## src/hw/rtl/wall_follow_pid_drive_assert.svh

```systemverilog
// Assertion macros for the wall-follow drive RTL.
// Depends on nothing; included by wfpd_ctrl, which carries concurrent checks.
`ifndef WALL_FOLLOW_PID_DRIVE_ASSERT_SVH
`define WALL_FOLLOW_PID_DRIVE_ASSERT_SVH

// Same-cycle implication, checked outside reset.
`define WFPD_ASSERT_NOW(name, clk, rst, ante, cons) \
   name: assert property (@(posedge clk) disable iff (rst) (ante) |-> (cons)) \
      else $error("wfpd check failed");

// Next-cycle implication, checked outside reset.
`define WFPD_ASSERT_NEXT(name, clk, rst, ante, cons) \
   name: assert property (@(posedge clk) disable iff (rst) (ante) |=> (cons)) \
      else $error("wfpd check failed");

`endif

```

## src/hw/rtl/wfpd_pkg.sv

```systemverilog
// Package for the wall-follow PID drive: payload structs, register set, codes and helpers.
// Depends on nothing; used by every module of the block.
package wfpd_pkg;

   localparam int RANGE_MAX_CM = 100;
   localparam int FRAC_BITS    = 4;
   localparam int GAIN_FRAC    = 4;

   localparam int CM_W   = 7;
   localparam int AVG_W  = CM_W + FRAC_BITS;
   localparam int EP_W   = 14;
   localparam int ED_W   = EP_W + 1;
   localparam int INT_W  = 16;
   localparam int ACC_W  = 27;
   localparam int ERR_W  = 12;
   localparam int DRV_W  = 14;
   localparam int SUM_SHIFT = FRAC_BITS + GAIN_FRAC;

   // Division by three: floor(n * ceil(2^17 / 3) / 2^17) is exact for n below 2^17.
   localparam int DIV3_SHIFT = 17;
   localparam int DIV3_IN_W  = INT_W + 1;
   localparam logic [DIV3_IN_W-1:0] DIV3_RECIP = DIV3_IN_W'(((1 << DIV3_SHIFT) + 2) / 3);
   localparam int Q3_W = INT_W - 1;

   localparam logic [AVG_W:0] MAX_AVG = (AVG_W + 1)'(RANGE_MAX_CM << FRAC_BITS);

   localparam logic [2:0] HEAD_STOP    = 3'd0;
   localparam logic [2:0] HEAD_FORWARD = 3'd1;
   localparam logic [2:0] HEAD_LEFT    = 3'd3;
   localparam logic [2:0] HEAD_RIGHT   = 3'd4;

   localparam logic [1:0] MODE_CENTER = 2'd0;
   localparam logic [1:0] MODE_LEFT   = 2'd1;
   localparam logic [1:0] MODE_RIGHT  = 2'd2;

   localparam int ADDR_W = 5;
   localparam logic [2:0] REG_GAIN_P      = 3'd0;
   localparam logic [2:0] REG_GAIN_I      = 3'd1;
   localparam logic [2:0] REG_GAIN_D      = 3'd2;
   localparam logic [2:0] REG_SIDE_OFFSET = 3'd3;
   localparam logic [2:0] REG_BASE_SPEED  = 3'd4;
   localparam logic [2:0] REG_SIDE_LIMIT  = 3'd5;
   localparam logic [2:0] REG_FRONT_LIMIT = 3'd6;

   typedef struct packed {
      logic [CM_W-1:0] left_cm;
      logic [CM_W-1:0] right_cm;
      logic [CM_W-1:0] front_cm;
   } req_type;

   typedef struct packed {
      logic [7:0]              left_drive;
      logic [7:0]              right_drive;
      logic [2:0]              heading;
      logic                    left_wall;
      logic                    right_wall;
      logic                    front_wall;
      logic [1:0]              mode_now;
      logic signed [ERR_W-1:0] control_error;
   } rsp_type;

   typedef struct packed {
      logic [7:0] gain_p;
      logic [7:0] gain_i;
      logic [7:0] gain_d;
      logic [5:0] side_offset;
      logic [7:0] base_speed;
      logic [7:0] side_wall_limit;
      logic [7:0] front_wall_limit;
   } cfg_type;

   typedef struct packed {
      logic load;
      logic err;
      logic integ;
      logic muld;
      logic muli;
      logic fin;
      logic emit;
      logic pass;
   } cmd_type;

   typedef struct packed {
      logic corner;
      logic out_free;
   } sts_type;

   typedef enum logic [2:0] {
      ST_IDLE,
      ST_ERR,
      ST_INT,
      ST_MULD,
      ST_MULI,
      ST_FIN,
      ST_EMIT
   } ctrl_state_type;

   // Clamp a signed drive value into an 8-bit PWM level.
   function automatic logic [7:0] sat8(input logic signed [DRV_W-1:0] v);
      logic [7:0] r;
      if (v < 0) begin
         r = 8'd0;
      end else if (v > 255) begin
         r = 8'd255;
      end else begin
         r = v[7:0];
      end
      return r;
   endfunction

endpackage

```

## src/hw/rtl/wall_follow_pid_drive.sv

```systemverilog
// Wall-following PID drive controller for a two-wheel robot, top level.
// Depends on wfpd_pkg, wfpd_csr, wfpd_ctrl and wfpd_dp.
//
// Each transfer on the req_ channel carries one set of left, right and front sonar
// distances in centimeters, and exactly one result leaves on the rsp_ channel for it:
// the two motor PWM levels, a heading code, the three wall flags, the follow mode
// after this reading and the control error of the last PID update. The block handles
// one reading at a time. A reading passes through one PID update from its transfer
// until its result is loaded into the output register, or through two at a corner,
// where a second PID update runs. The load waits while the output register still
// holds an untaken result; the next reading can be transferred in once the sequencer
// is back in idle. Each PID update runs these steps in order: the error together
// with the two-thirds integral decay, the integral together with the proportional
// product, the derivative product, the integral product and the final scaling and
// motor mix, followed by the load of the output register. The output register holds a
// finished result while the next reading is transferred in, so a slow consumer costs
// nothing until a second result is ready. Gains, offsets, speed and wall limits are
// written over the csr_ port at byte address four times the register number, by the
// user only while no reading is in flight; the block itself does not enforce this.
module wall_follow_pid_drive (
   input  logic                      clock,
   input  logic                      reset,
   input  logic                      req_valid,
   output logic                      req_ready,
   input  wfpd_pkg::req_type         req_data,
   output logic                      rsp_valid,
   input  logic                      rsp_ready,
   output wfpd_pkg::rsp_type         rsp_data,
   input  logic                      csr_psel,
   input  logic                      csr_penable,
   input  logic                      csr_pwrite,
   input  logic [wfpd_pkg::ADDR_W-1:0] csr_paddr,
   input  logic [31:0]               csr_pwdata,
   output logic [31:0]               csr_prdata,
   output logic                      csr_pready
);
   import wfpd_pkg::*;

   cfg_type cfg;
   cmd_type cmd;
   sts_type sts;

   // Configuration registers; the datapath reads them directly.
   wfpd_csr u_csr (
      .clock       (clock),
      .reset       (reset),
      .csr_psel    (csr_psel),
      .csr_penable (csr_penable),
      .csr_pwrite  (csr_pwrite),
      .csr_paddr   (csr_paddr),
      .csr_pwdata  (csr_pwdata),
      .csr_prdata  (csr_prdata),
      .csr_pready  (csr_pready),
      .cfg         (cfg)
   );

   // The sequencer accepts a reading only when idle and issues one command per cycle, except while waiting at emit.
   wfpd_ctrl u_ctrl (
      .clock     (clock),
      .reset     (reset),
      .req_valid (req_valid),
      .req_ready (req_ready),
      .sts       (sts),
      .cmd       (cmd)
   );

   // The datapath keeps the averages, PID state, follow mode and the output register.
   wfpd_dp u_dp (
      .clock     (clock),
      .reset     (reset),
      .cfg       (cfg),
      .cmd       (cmd),
      .sts       (sts),
      .req_data  (req_data),
      .rsp_valid (rsp_valid),
      .rsp_ready (rsp_ready),
      .rsp_data  (rsp_data)
   );

endmodule

```

## src/hw/rtl/wfpd_csr.sv

```systemverilog
// Register bank of the wall-follow PID drive, written and read over an APB-style port.
// Depends on wfpd_pkg.
module wfpd_csr (
   input  logic                      clock,
   input  logic                      reset,
   input  logic                      csr_psel,
   input  logic                      csr_penable,
   input  logic                      csr_pwrite,
   input  logic [wfpd_pkg::ADDR_W-1:0] csr_paddr,
   input  logic [31:0]               csr_pwdata,
   output logic [31:0]               csr_prdata,
   output logic                      csr_pready,
   output wfpd_pkg::cfg_type         cfg
);
   import wfpd_pkg::*;

   cfg_type    cfg_ff, cfg_in;
   logic [2:0] index;
   logic       wr_en;

   assign index      = csr_paddr[ADDR_W-1:2];
   assign wr_en      = csr_psel && csr_penable && csr_pwrite;
   assign csr_pready = 1'b1;
   assign cfg        = cfg_ff;

   always_comb begin
      cfg_in = cfg_ff;
      if (wr_en) begin
         case (index)
            REG_GAIN_P:      cfg_in.gain_p           = csr_pwdata[7:0];
            REG_GAIN_I:      cfg_in.gain_i           = csr_pwdata[7:0];
            REG_GAIN_D:      cfg_in.gain_d           = csr_pwdata[7:0];
            REG_SIDE_OFFSET: cfg_in.side_offset      = csr_pwdata[5:0];
            REG_BASE_SPEED:  cfg_in.base_speed       = csr_pwdata[7:0];
            REG_SIDE_LIMIT:  cfg_in.side_wall_limit  = csr_pwdata[7:0];
            REG_FRONT_LIMIT: cfg_in.front_wall_limit = csr_pwdata[7:0];
            default:         cfg_in = cfg_ff;
         endcase
      end
   end

   always_comb begin
      case (index)
         REG_GAIN_P:      csr_prdata = {24'd0, cfg_ff.gain_p};
         REG_GAIN_I:      csr_prdata = {24'd0, cfg_ff.gain_i};
         REG_GAIN_D:      csr_prdata = {24'd0, cfg_ff.gain_d};
         REG_SIDE_OFFSET: csr_prdata = {26'd0, cfg_ff.side_offset};
         REG_BASE_SPEED:  csr_prdata = {24'd0, cfg_ff.base_speed};
         REG_SIDE_LIMIT:  csr_prdata = {24'd0, cfg_ff.side_wall_limit};
         REG_FRONT_LIMIT: csr_prdata = {24'd0, cfg_ff.front_wall_limit};
         default:         csr_prdata = 32'd0;
      endcase
   end

   always_ff @(posedge clock) begin
      if (reset) begin
         cfg_ff.gain_p           <= 8'd11;
         cfg_ff.gain_i           <= 8'd6;
         cfg_ff.gain_d           <= 8'd8;
         cfg_ff.side_offset      <= 6'd5;
         cfg_ff.base_speed       <= 8'd10;
         cfg_ff.side_wall_limit  <= 8'd13;
         cfg_ff.front_wall_limit <= 8'd7;
      end else begin
         cfg_ff <= cfg_in;
      end
   end

endmodule

```

## src/hw/rtl/wfpd_ctrl.sv

```systemverilog
// Sequencer of the wall-follow PID drive: walks each item through the PID steps.
// Depends on wfpd_pkg and the assertion macro header.
`include "wall_follow_pid_drive_assert.svh"

module wfpd_ctrl (
   input  logic              clock,
   input  logic              reset,
   input  logic              req_valid,
   output logic              req_ready,
   input  wfpd_pkg::sts_type sts,
   output wfpd_pkg::cmd_type cmd
);
   import wfpd_pkg::*;

   ctrl_state_type state_ff, state_in;
   logic           pass_ff, pass_in;

   always_comb begin
      state_in = state_ff;
      pass_in  = pass_ff;
      case (state_ff)
         ST_IDLE: begin
            if (req_valid) begin
               state_in = ST_ERR;
               pass_in  = 1'b0;
            end
         end
         ST_ERR:  state_in = ST_INT;
         ST_INT:  state_in = ST_MULD;
         ST_MULD: state_in = ST_MULI;
         ST_MULI: state_in = ST_FIN;
         ST_FIN: begin
            if (!pass_ff && sts.corner) begin
               state_in = ST_ERR;
               pass_in  = 1'b1;
            end else begin
               state_in = ST_EMIT;
            end
         end
         ST_EMIT: begin
            if (sts.out_free) begin
               state_in = ST_IDLE;
            end
         end
         default: state_in = ST_IDLE;
      endcase
   end

   always_comb begin
      req_ready = (state_ff == ST_IDLE);
      cmd       = '0;
      cmd.pass  = pass_ff;
      case (state_ff)
         ST_IDLE: cmd.load  = req_valid;
         ST_ERR:  cmd.err   = 1'b1;
         ST_INT:  cmd.integ = 1'b1;
         ST_MULD: cmd.muld  = 1'b1;
         ST_MULI: cmd.muli  = 1'b1;
         ST_FIN:  cmd.fin   = 1'b1;
         ST_EMIT: cmd.emit  = sts.out_free;
         default: cmd       = '0;
      endcase
   end

   always_ff @(posedge clock) begin
      if (reset) begin
         state_ff <= ST_IDLE;
         pass_ff  <= 1'b0;
      end else begin
         state_ff <= state_in;
         pass_ff  <= pass_in;
      end
   end

   `WFPD_ASSERT_NEXT(a_accept_starts, clock, reset, req_valid && req_ready, state_ff == ST_ERR && !pass_ff)
   `WFPD_ASSERT_NEXT(a_corner_second, clock, reset, state_ff == ST_FIN && !pass_ff && sts.corner, state_ff == ST_ERR && pass_ff)
   `WFPD_ASSERT_NEXT(a_emit_returns, clock, reset, cmd.emit, state_ff == ST_IDLE && req_ready)
   `WFPD_ASSERT_NOW(a_second_needs_corner, clock, reset, state_ff == ST_FIN && pass_ff, sts.corner)

endmodule

```

## src/hw/rtl/wfpd_dp.sv

```systemverilog
// Datapath of the wall-follow PID drive: averages, PID arithmetic, motor mix and result register.
// Depends on wfpd_pkg; driven by commands from wfpd_ctrl.
module wfpd_dp (
   input  logic              clock,
   input  logic              reset,
   input  wfpd_pkg::cfg_type cfg,
   input  wfpd_pkg::cmd_type cmd,
   output wfpd_pkg::sts_type sts,
   input  wfpd_pkg::req_type req_data,
   output logic              rsp_valid,
   input  logic              rsp_ready,
   output wfpd_pkg::rsp_type rsp_data
);
   import wfpd_pkg::*;

   // Sensor averages and wall flags.
   logic [AVG_W-1:0] lavg_ff, ravg_ff, favg_ff, lavg_in, ravg_in, favg_in;
   logic             lw_ff, rw_ff, fw_ff;
   logic [AVG_W:0]   side_lim, front_lim;

   // PID state and working registers.
   logic signed [EP_W-1:0]  prev_ff, ep_ff, ep_in, off_s, lavg_s, ravg_s;
   logic signed [ED_W-1:0]  ed_ff, ed_in;
   logic signed [INT_W-1:0] integ_ff, integ_in, q_s;
   logic signed [INT_W:0]   two_i, integ_sum;
   logic [DIV3_IN_W-1:0]    mag;
   logic [2*DIV3_IN_W-1:0]  prod3;
   logic [Q3_W-1:0]         q_ff;
   logic                    qneg_ff;
   logic signed [ACC_W-1:0] acc_ff, acc_in, rounded, shifted;
   logic signed [8:0]       gp_s, gi_s, gd_s;
   logic signed [EP_W+8:0]  prod_p;
   logic signed [ED_W+8:0]  prod_d;
   logic signed [INT_W+8:0] prod_i;
   logic [1:0]              osign;

   // Results of the latest PID update.
   logic signed [ERR_W-1:0] err_ff, err_in;
   logic signed [DRV_W-1:0] base_s, err_w, rms, lms;
   logic [7:0]              ldrv_ff, rdrv_ff, ldrv_in, rdrv_in;
   logic [2:0]              head_ff, head_in;

   logic [1:0] fmode_ff, fmode_in;
   logic       stop;
   logic       corner;
   rsp_type    out_ff, out_in;
   logic       out_valid_ff;

   assign corner   = fw_ff && (lw_ff != rw_ff);
   assign sts.corner   = corner;
   assign sts.out_free = !out_valid_ff || rsp_ready;
   assign rsp_valid    = out_valid_ff;
   assign rsp_data     = out_ff;

   // Averaging runs at the input transfer.
   assign lavg_in = AVG_W'(({1'b0, req_data.left_cm, FRAC_BITS'(0)} + {1'b0, lavg_ff}) >> 1);
   assign ravg_in = AVG_W'(({1'b0, req_data.right_cm, FRAC_BITS'(0)} + {1'b0, ravg_ff}) >> 1);
   assign favg_in = AVG_W'(({1'b0, req_data.front_cm, FRAC_BITS'(0)} + {1'b0, favg_ff}) >> 1);
   assign side_lim  = (AVG_W + 1)'({cfg.side_wall_limit, FRAC_BITS'(0)});
   assign front_lim = (AVG_W + 1)'({cfg.front_wall_limit, FRAC_BITS'(0)});

   // Offset sign: 2'b01 add, 2'b10 subtract, 2'b00 none.
   always_comb begin
      if (cmd.pass) begin
         osign = lw_ff ? 2'b01 : 2'b10;
      end else if (fmode_ff == MODE_LEFT) begin
         osign = 2'b10;
      end else if (fmode_ff == MODE_RIGHT) begin
         osign = 2'b01;
      end else begin
         osign = 2'b00;
      end
   end

   assign lavg_s = signed'(EP_W'(lavg_ff));
   assign ravg_s = signed'(EP_W'(ravg_ff));
   assign off_s  = signed'(EP_W'({cfg.side_offset, FRAC_BITS'(0)}));

   always_comb begin
      ep_in = lavg_s - ravg_s;
      if (osign == 2'b01) begin
         ep_in = lavg_s - ravg_s + off_s;
      end else if (osign == 2'b10) begin
         ep_in = lavg_s - ravg_s - off_s;
      end
   end

   assign ed_in = ED_W'(ep_in) - ED_W'(prev_ff);

   // Two thirds of the integral, truncated toward zero, by reciprocal multiply.
   assign two_i = {integ_ff, 1'b0};
   assign mag   = two_i[INT_W] ? DIV3_IN_W'(-two_i) : DIV3_IN_W'(two_i);
   assign prod3 = mag * DIV3_RECIP;

   assign q_s       = qneg_ff ? -signed'(INT_W'(q_ff)) : signed'(INT_W'(q_ff));
   assign integ_sum = (INT_W + 1)'(q_s) + (INT_W + 1)'(ep_ff);
   always_comb begin
      if (integ_sum > 32767) begin
         integ_in = 16'sh7fff;
      end else if (integ_sum < -32768) begin
         integ_in = 16'sh8000;
      end else begin
         integ_in = integ_sum[INT_W-1:0];
      end
   end

   assign gp_s   = signed'({1'b0, cfg.gain_p});
   assign gi_s   = signed'({1'b0, cfg.gain_i});
   assign gd_s   = signed'({1'b0, cfg.gain_d});
   assign prod_p = gp_s * ep_ff;
   assign prod_d = gd_s * ed_ff;
   assign prod_i = gi_s * integ_ff;

   always_comb begin
      acc_in = acc_ff;
      if (cmd.integ) begin
         acc_in = ACC_W'(prod_p);
      end else if (cmd.muld) begin
         acc_in = acc_ff + ACC_W'(prod_d);
      end else if (cmd.muli) begin
         acc_in = acc_ff + ACC_W'(prod_i);
      end
   end

   // Scale back by the gain and error fractions, truncating toward zero.
   assign rounded = acc_ff + (acc_ff[ACC_W-1] ? ACC_W'((1 << SUM_SHIFT) - 1) : ACC_W'(0));
   assign shifted = rounded >>> SUM_SHIFT;
   always_comb begin
      if (shifted > 2047) begin
         err_in = 12'sh7ff;
      end else if (shifted < -2048) begin
         err_in = 12'sh800;
      end else begin
         err_in = shifted[ERR_W-1:0];
      end
   end

   assign base_s = signed'(DRV_W'(cfg.base_speed));
   assign err_w  = DRV_W'(err_in);
   assign rms    = base_s + err_w;
   assign lms    = base_s - err_w;

   always_comb begin
      ldrv_in = sat8(lms);
      rdrv_in = sat8(rms);
      head_in = HEAD_FORWARD;
      if (rms < 0) begin
         rdrv_in = sat8(-rms);
         head_in = HEAD_RIGHT;
      end else if (lms < 0) begin
         ldrv_in = sat8(-lms);
         head_in = HEAD_LEFT;
      end
   end

   assign stop = (lavg_ff == '0)
      || (({1'b0, lavg_ff} > MAX_AVG) && (ravg_ff == '0))
      || (({1'b0, ravg_ff} > MAX_AVG) && (favg_ff == '0))
      || ({1'b0, favg_ff} > MAX_AVG);

   always_comb begin
      fmode_in = fmode_ff;
      if (fmode_ff == MODE_CENTER && corner) begin
         fmode_in = lw_ff ? MODE_RIGHT : MODE_LEFT;
      end
   end

   always_comb begin
      out_in.left_drive    = ldrv_ff;
      out_in.right_drive   = rdrv_ff;
      out_in.heading       = stop ? HEAD_STOP : head_ff;
      out_in.left_wall     = lw_ff;
      out_in.right_wall    = rw_ff;
      out_in.front_wall    = fw_ff;
      out_in.mode_now      = fmode_in;
      out_in.control_error = err_ff;
   end

   // State that reset clears.
   always_ff @(posedge clock) begin
      if (reset) begin
         lavg_ff      <= '0;
         ravg_ff      <= '0;
         favg_ff      <= '0;
         prev_ff      <= '0;
         integ_ff     <= '0;
         fmode_ff     <= MODE_CENTER;
         out_valid_ff <= 1'b0;
      end else begin
         if (cmd.load) begin
            lavg_ff <= lavg_in;
            ravg_ff <= ravg_in;
            favg_ff <= favg_in;
         end
         if (cmd.err) begin
            prev_ff <= ep_in;
         end
         if (cmd.integ) begin
            integ_ff <= integ_in;
         end
         if (cmd.emit) begin
            fmode_ff     <= fmode_in;
            out_valid_ff <= 1'b1;
         end else if (rsp_ready) begin
            out_valid_ff <= 1'b0;
         end
      end
   end

   // Working and payload registers.
   always_ff @(posedge clock) begin
      if (cmd.load) begin
         lw_ff <= {1'b0, lavg_in} < side_lim;
         rw_ff <= {1'b0, ravg_in} < side_lim;
         fw_ff <= {1'b0, favg_in} < front_lim;
      end
      if (cmd.err) begin
         ep_ff   <= ep_in;
         ed_ff   <= ed_in;
         q_ff    <= prod3[DIV3_SHIFT+Q3_W-1:DIV3_SHIFT];
         qneg_ff <= two_i[INT_W];
      end
      acc_ff <= acc_in;
      if (cmd.fin) begin
         err_ff  <= err_in;
         ldrv_ff <= ldrv_in;
         rdrv_ff <= rdrv_in;
         head_ff <= head_in;
      end
      if (cmd.emit) begin
         out_ff <= out_in;
      end
   end

endmodule
```

## config.mk

```make
export PLATFORM = sky130hd
export DESIGN_NAME = wall_follow_pid_drive
export DESIGN_NICKNAME = d
export VERILOG_FILES = /design/src/hw/rtl/wfpd_pkg.sv /design/src/hw/rtl/wall_follow_pid_drive.sv /design/src/hw/rtl/wfpd_csr.sv /design/src/hw/rtl/wfpd_ctrl.sv /design/src/hw/rtl/wfpd_dp.sv
export VERILOG_INCLUDE_DIRS = /design/src /design/src/hw/rtl
export SDC_FILE = /design/constraint.sdc
export NUM_CORES = 2
export LEC_CHECK = 0
export ABC_CLOCK_PERIOD_IN_PS = 7400
export BUFFER_PORTS_ARGS = -buffer_cell sky130_fd_sc_hd__buf_2
export CAP_MARGIN = 20
export CORE_MARGIN = 8
export CORE_UTILIZATION = 30
export CTS_CLUSTER_DIAMETER = 40
export DETAILED_ROUTE_END_ITERATION = 6
export PLACE_DENSITY = 0.47
export SETUP_SLACK_MARGIN = 0.3
export SYNTH_ARGS = -nofsm -noshare
export SYNTH_HDL_FRONTEND = slang
export SYNTH_SLANG_ARGS = --single-unit
```

## constraint.sdc

```tcl
create_clock -name clock -period 7.4 [get_ports clock]
set_clock_uncertainty 0.15 [all_clocks]
set_input_delay 1.11 -clock clock [delete_from_list [all_inputs] [get_ports clock]]
set_output_delay 1.11 -clock clock [all_outputs]
set_load 0.005 [all_outputs]
```

==> results.py <==
metrics = {
    "status": {
        "status": "completed",
    },
    "floorplan": {
        "die_height_um": 361,
        "die_x_um": 361,
        "start_util_pct": 30.2,
        "pin_count": 136,
        "dieArea_um2": 130000,
        "num_rows": 126,
        "fp.coreArea_um2": 118000,
    },
    "timing": {
        "fin_ws_ps": 109,
        "worst_pin_slew_ps": 1010,
        "grt_setup_unrepaired": "yes",
        "finalMaxSlewViolations": 0,
        "hold_viol": 0,
        "hold_ws_ps": 264,
        "layout_worst_path_cycle_share_pct": 98.5,
        "setup_tns_ps": 0,
        "fin_crit_ps": 7290,
        "slew_headroom_pct": 32.8,
        "fmax_mhz": 137,
        "setup_viol": 0,
    },
    "finish": {
        "drive_above_1_share_pct": 9.71,
        "area_delta_synth_final_pct": 13.3,
        "layout_commonest_cell": "inv_1",
        "final_cell_mix": "inv_1, fa_1, ha_1, nand2_1, and2_1",
        "fin_area_um2": 40400,
        "fin_nets": 4912,
    },
    "power": {
        "power_density_nw_per_um2": 473,
        "leakage_nw": 19.4,
        "ir_worst_vdd_uv": 349,
    },
    "logic_synthesis": {
        "yosysUniqueCellTypes": 96,
        "ys_warn_count": 0,
        "ys_async_sr_fraction_pct": 0,
        "synth_edf_count": 142,
        "yosys_register_bits": 266,
        "synth.avg_cell_area_um2": 9.21,
        "syn_inst": 3867,
        "ys.flop_type": "edfxtp_1",
        "synth_seq_area_share_pct": 18.9,
        "synth_area_um2": 35600,
    },
    "global_route": {
        "grt_max_degree": 75,
        "grt_pass1_vias": 28100,
        "overflow": 0,
        "grt_util_all_layers_pct": 15.4,
        "antenna_found_initial": 6,
        "grt_pass1_wl_um": 162000,
    },
    "clock_tree": {
        "cts.clk_slew.worst_paths_ps": 50,
        "cts_tree": "yes",
        "cts-htree-levels": 2,
        "hold_buffers": 0,
        "clk_path_buf_depth": 3,
        "cts_inserted_buffers": 51,
        "cts.sinks": 266,
        "insertion_delay_ps": 620,
        "cts_root_buf": "clkbuf_16",
    },
    "detailed_routing": {
        "wire_per_inst_um": 18.0,
        "vias_per_cell": 4.78,
        "drc": 0,
        "drt_pass1_iterations": 5,
        "routed_wl_um": 101000,
        "drt.antenna.violating_nets": 0,
        "dr.first_iter.drc_count": 1281,
        "vias": 26700,
    },
    "worst_setup_path": {
        "timing.rr.end": "u_dp.q_ff[13]",
        "cp.arrival_ps": 7490,
        "crit_slowest_cell": "fa_1",
        "r2r_setup_slack_ps": 110,
        "r2r_cells": 29,
        "worst-setup-path-type": "flop to flop",
        "slowest_delay_ps": 530,
        "start_kind": "flop",
        "r2r-start": "u_dp.integ_ff[0]",
        "cp.required_ps": 7600,
        "crit_path_end_kind": "flop",
        "crit_fanout": 4,
    },
    "place": {
        "port_buffers": 84,
        "dp_slack_ps": -10.1,
        "place.gp.congestion": 0.829,
        "placedInstanceArea_um2": 38200,
        "dp_hpwl_um": 83800,
    },
    "hold_path": {
        "min_path_type": "flop to flop",
        "min_from": "u_dp.ldrv_ff[7]",
        "whs_path_depth": 0,
        "hold_end": "u_dp.rsp_data[35]",
    },
    "run": {
        "max-cap-violations": 0,
    },
}
-- kinds of logic after synthesis --
family / after synthesis / synth area share (%)
simple gates: 1059 / 14.9
flops: 266 / 18.9
mux: 83 / 2.44
fa+ha+maj: 853 / 38.9
compound gates: 614 / 11.4
other cells: 2 / 0.0211
buf+inv: 806 / 8.79
xor+xnor: 184 / 4.54
-- worst max-delay path by stage --
stage | from | to | slack [ps] | depth (start not counted)
after global routing | u_dp.integ_ff[0] | u_dp.q_ff[14] | -210 | 28
after CTS | u_dp.integ_ff[0] | u_dp.q_ff[14] | 60 | 28
after floorplan | u_dp.integ_ff[0] | u_dp.q_ff[14] | 330 | 28
after global placement | u_dp.integ_ff[0] | u_dp.q_ff[12] | -20 | 29
final | u_dp.integ_ff[0] | u_dp.q_ff[13] | 110 | 29
after detailed placement | u_dp.integ_ff[1] | u_dp.q_ff[12] | -10 | 31
-- synth_stat cells, types with 15 or more instances --
cell / count / area, µm²
buf_4: 25 / 188
o31ai_1: 25 / 188
o21a_1: 15 / 113
nor3_1: 62 / 310
fa_1: 429 / 8590
edfxtp_1: 142 / 4260
nand3_1: 47 / 235
inv_1: 672 / 2520
nor2b_1: 31 / 194
nor2_1: 191 / 717
o21ai_0: 106 / 531
nand2b_1: 34 / 213
nor4_1: 15 / 93.8
a31oi_1: 19 / 119
a211oi_1: 30 / 225
xor2_1: 58 / 508
nand2_1: 333 / 1250
ha_1: 412 / 5150
a21o_1: 49 / 368
dfxtp_1: 124 / 2480
xnor2_1: 125 / 1090
mux2i_1: 69 / 691
or3_1: 24 / 150
and3_1: 21 / 131
clkbuf_1: 95 / 357
and2_1: 231 / 1450
o21bai_1: 28 / 210
o211ai_1: 26 / 195
a21boi_0: 18 / 135
a21oi_1: 177 / 886
-- layout make-up --
cell class | instances | area [µm²]
fill | 12200 | 77500
multi-input combinational | 2819 | 26000
sequential | 266 | 6750
inverter | 673 | 2530
tap | 1536 | 1920
clock buffer | 62 | 1430
timing repair buffer | 195 | 1270
clock inverter | 34 | 429
antenna | 1 | 2.50
-- what timing repair did --
item	4_1_cts	5_1_grt
resized for setup	18	21
pin swaps	6	4
buffers inserted	15	7
setup endpoints to repair	9	28
cloned	0	1
-- state kept, by name, indices dropped and copies added (netlist names), 2 cells and up --
name	cells
u_csr.cfg	54
u_dp.rsp_data	36
u_dp.acc_ff	27
u_dp.integ_ff	16
u_dp.ed_ff	15
u_dp.q_ff	15
u_dp.ep_ff	14
u_dp.prev_ff	14
u_dp.err_ff	12
u_dp.favg_ff	11
u_dp.lavg_ff	11
u_dp.ravg_ff	11
u_dp.ldrv_ff	8
u_dp.rdrv_ff	8
u_ctrl.state_ff	3
u_dp.head_ff	3
u_dp.fmode_ff	2
-- routing by layer --
layer	routed length, µm	vias to the layer above	part of all wire (%)	track usage, %
met3	3350	97	3.3	1.69
met2	47000	396	47	26.1
met4	1470	6	1.5	2.51
met5	70	-	0.070	0
met1	48700	13200	48	21.6
li1	-	13000	-	-
-- report_power, final --
group          internal [mW]  leakage, nW  total, mW  switching [mW]
Combinational           5.83         16.1       14.0            8.21
Clock                   1.61        0.900       2.48           0.876
Sequential              2.12         2.31       2.57           0.446
Total                   9.56         19.4       19.1            9.53
-- critical path: cells and delay by family (launching register included) --
family,cells,cell delay (ps)
flops,1,320
xor+xnor,1,190
compound gates,9,2000
buf+inv,6,440
fa+ha+maj,7,2830
simple gates,6,1090
-- stage by stage --
stage,power (mW),utilization [%],std cells
after floorplan,12.5,-,3890
after global placement,16.4,32.4,5465
after detailed placement,16.4,32.4,5465
after CTS,19.3,34.1,5576
after global routing,21.3,34.2,5585
final,19.1,34.2,5586
Note: power is estimated with default switching activity, not from simulation.
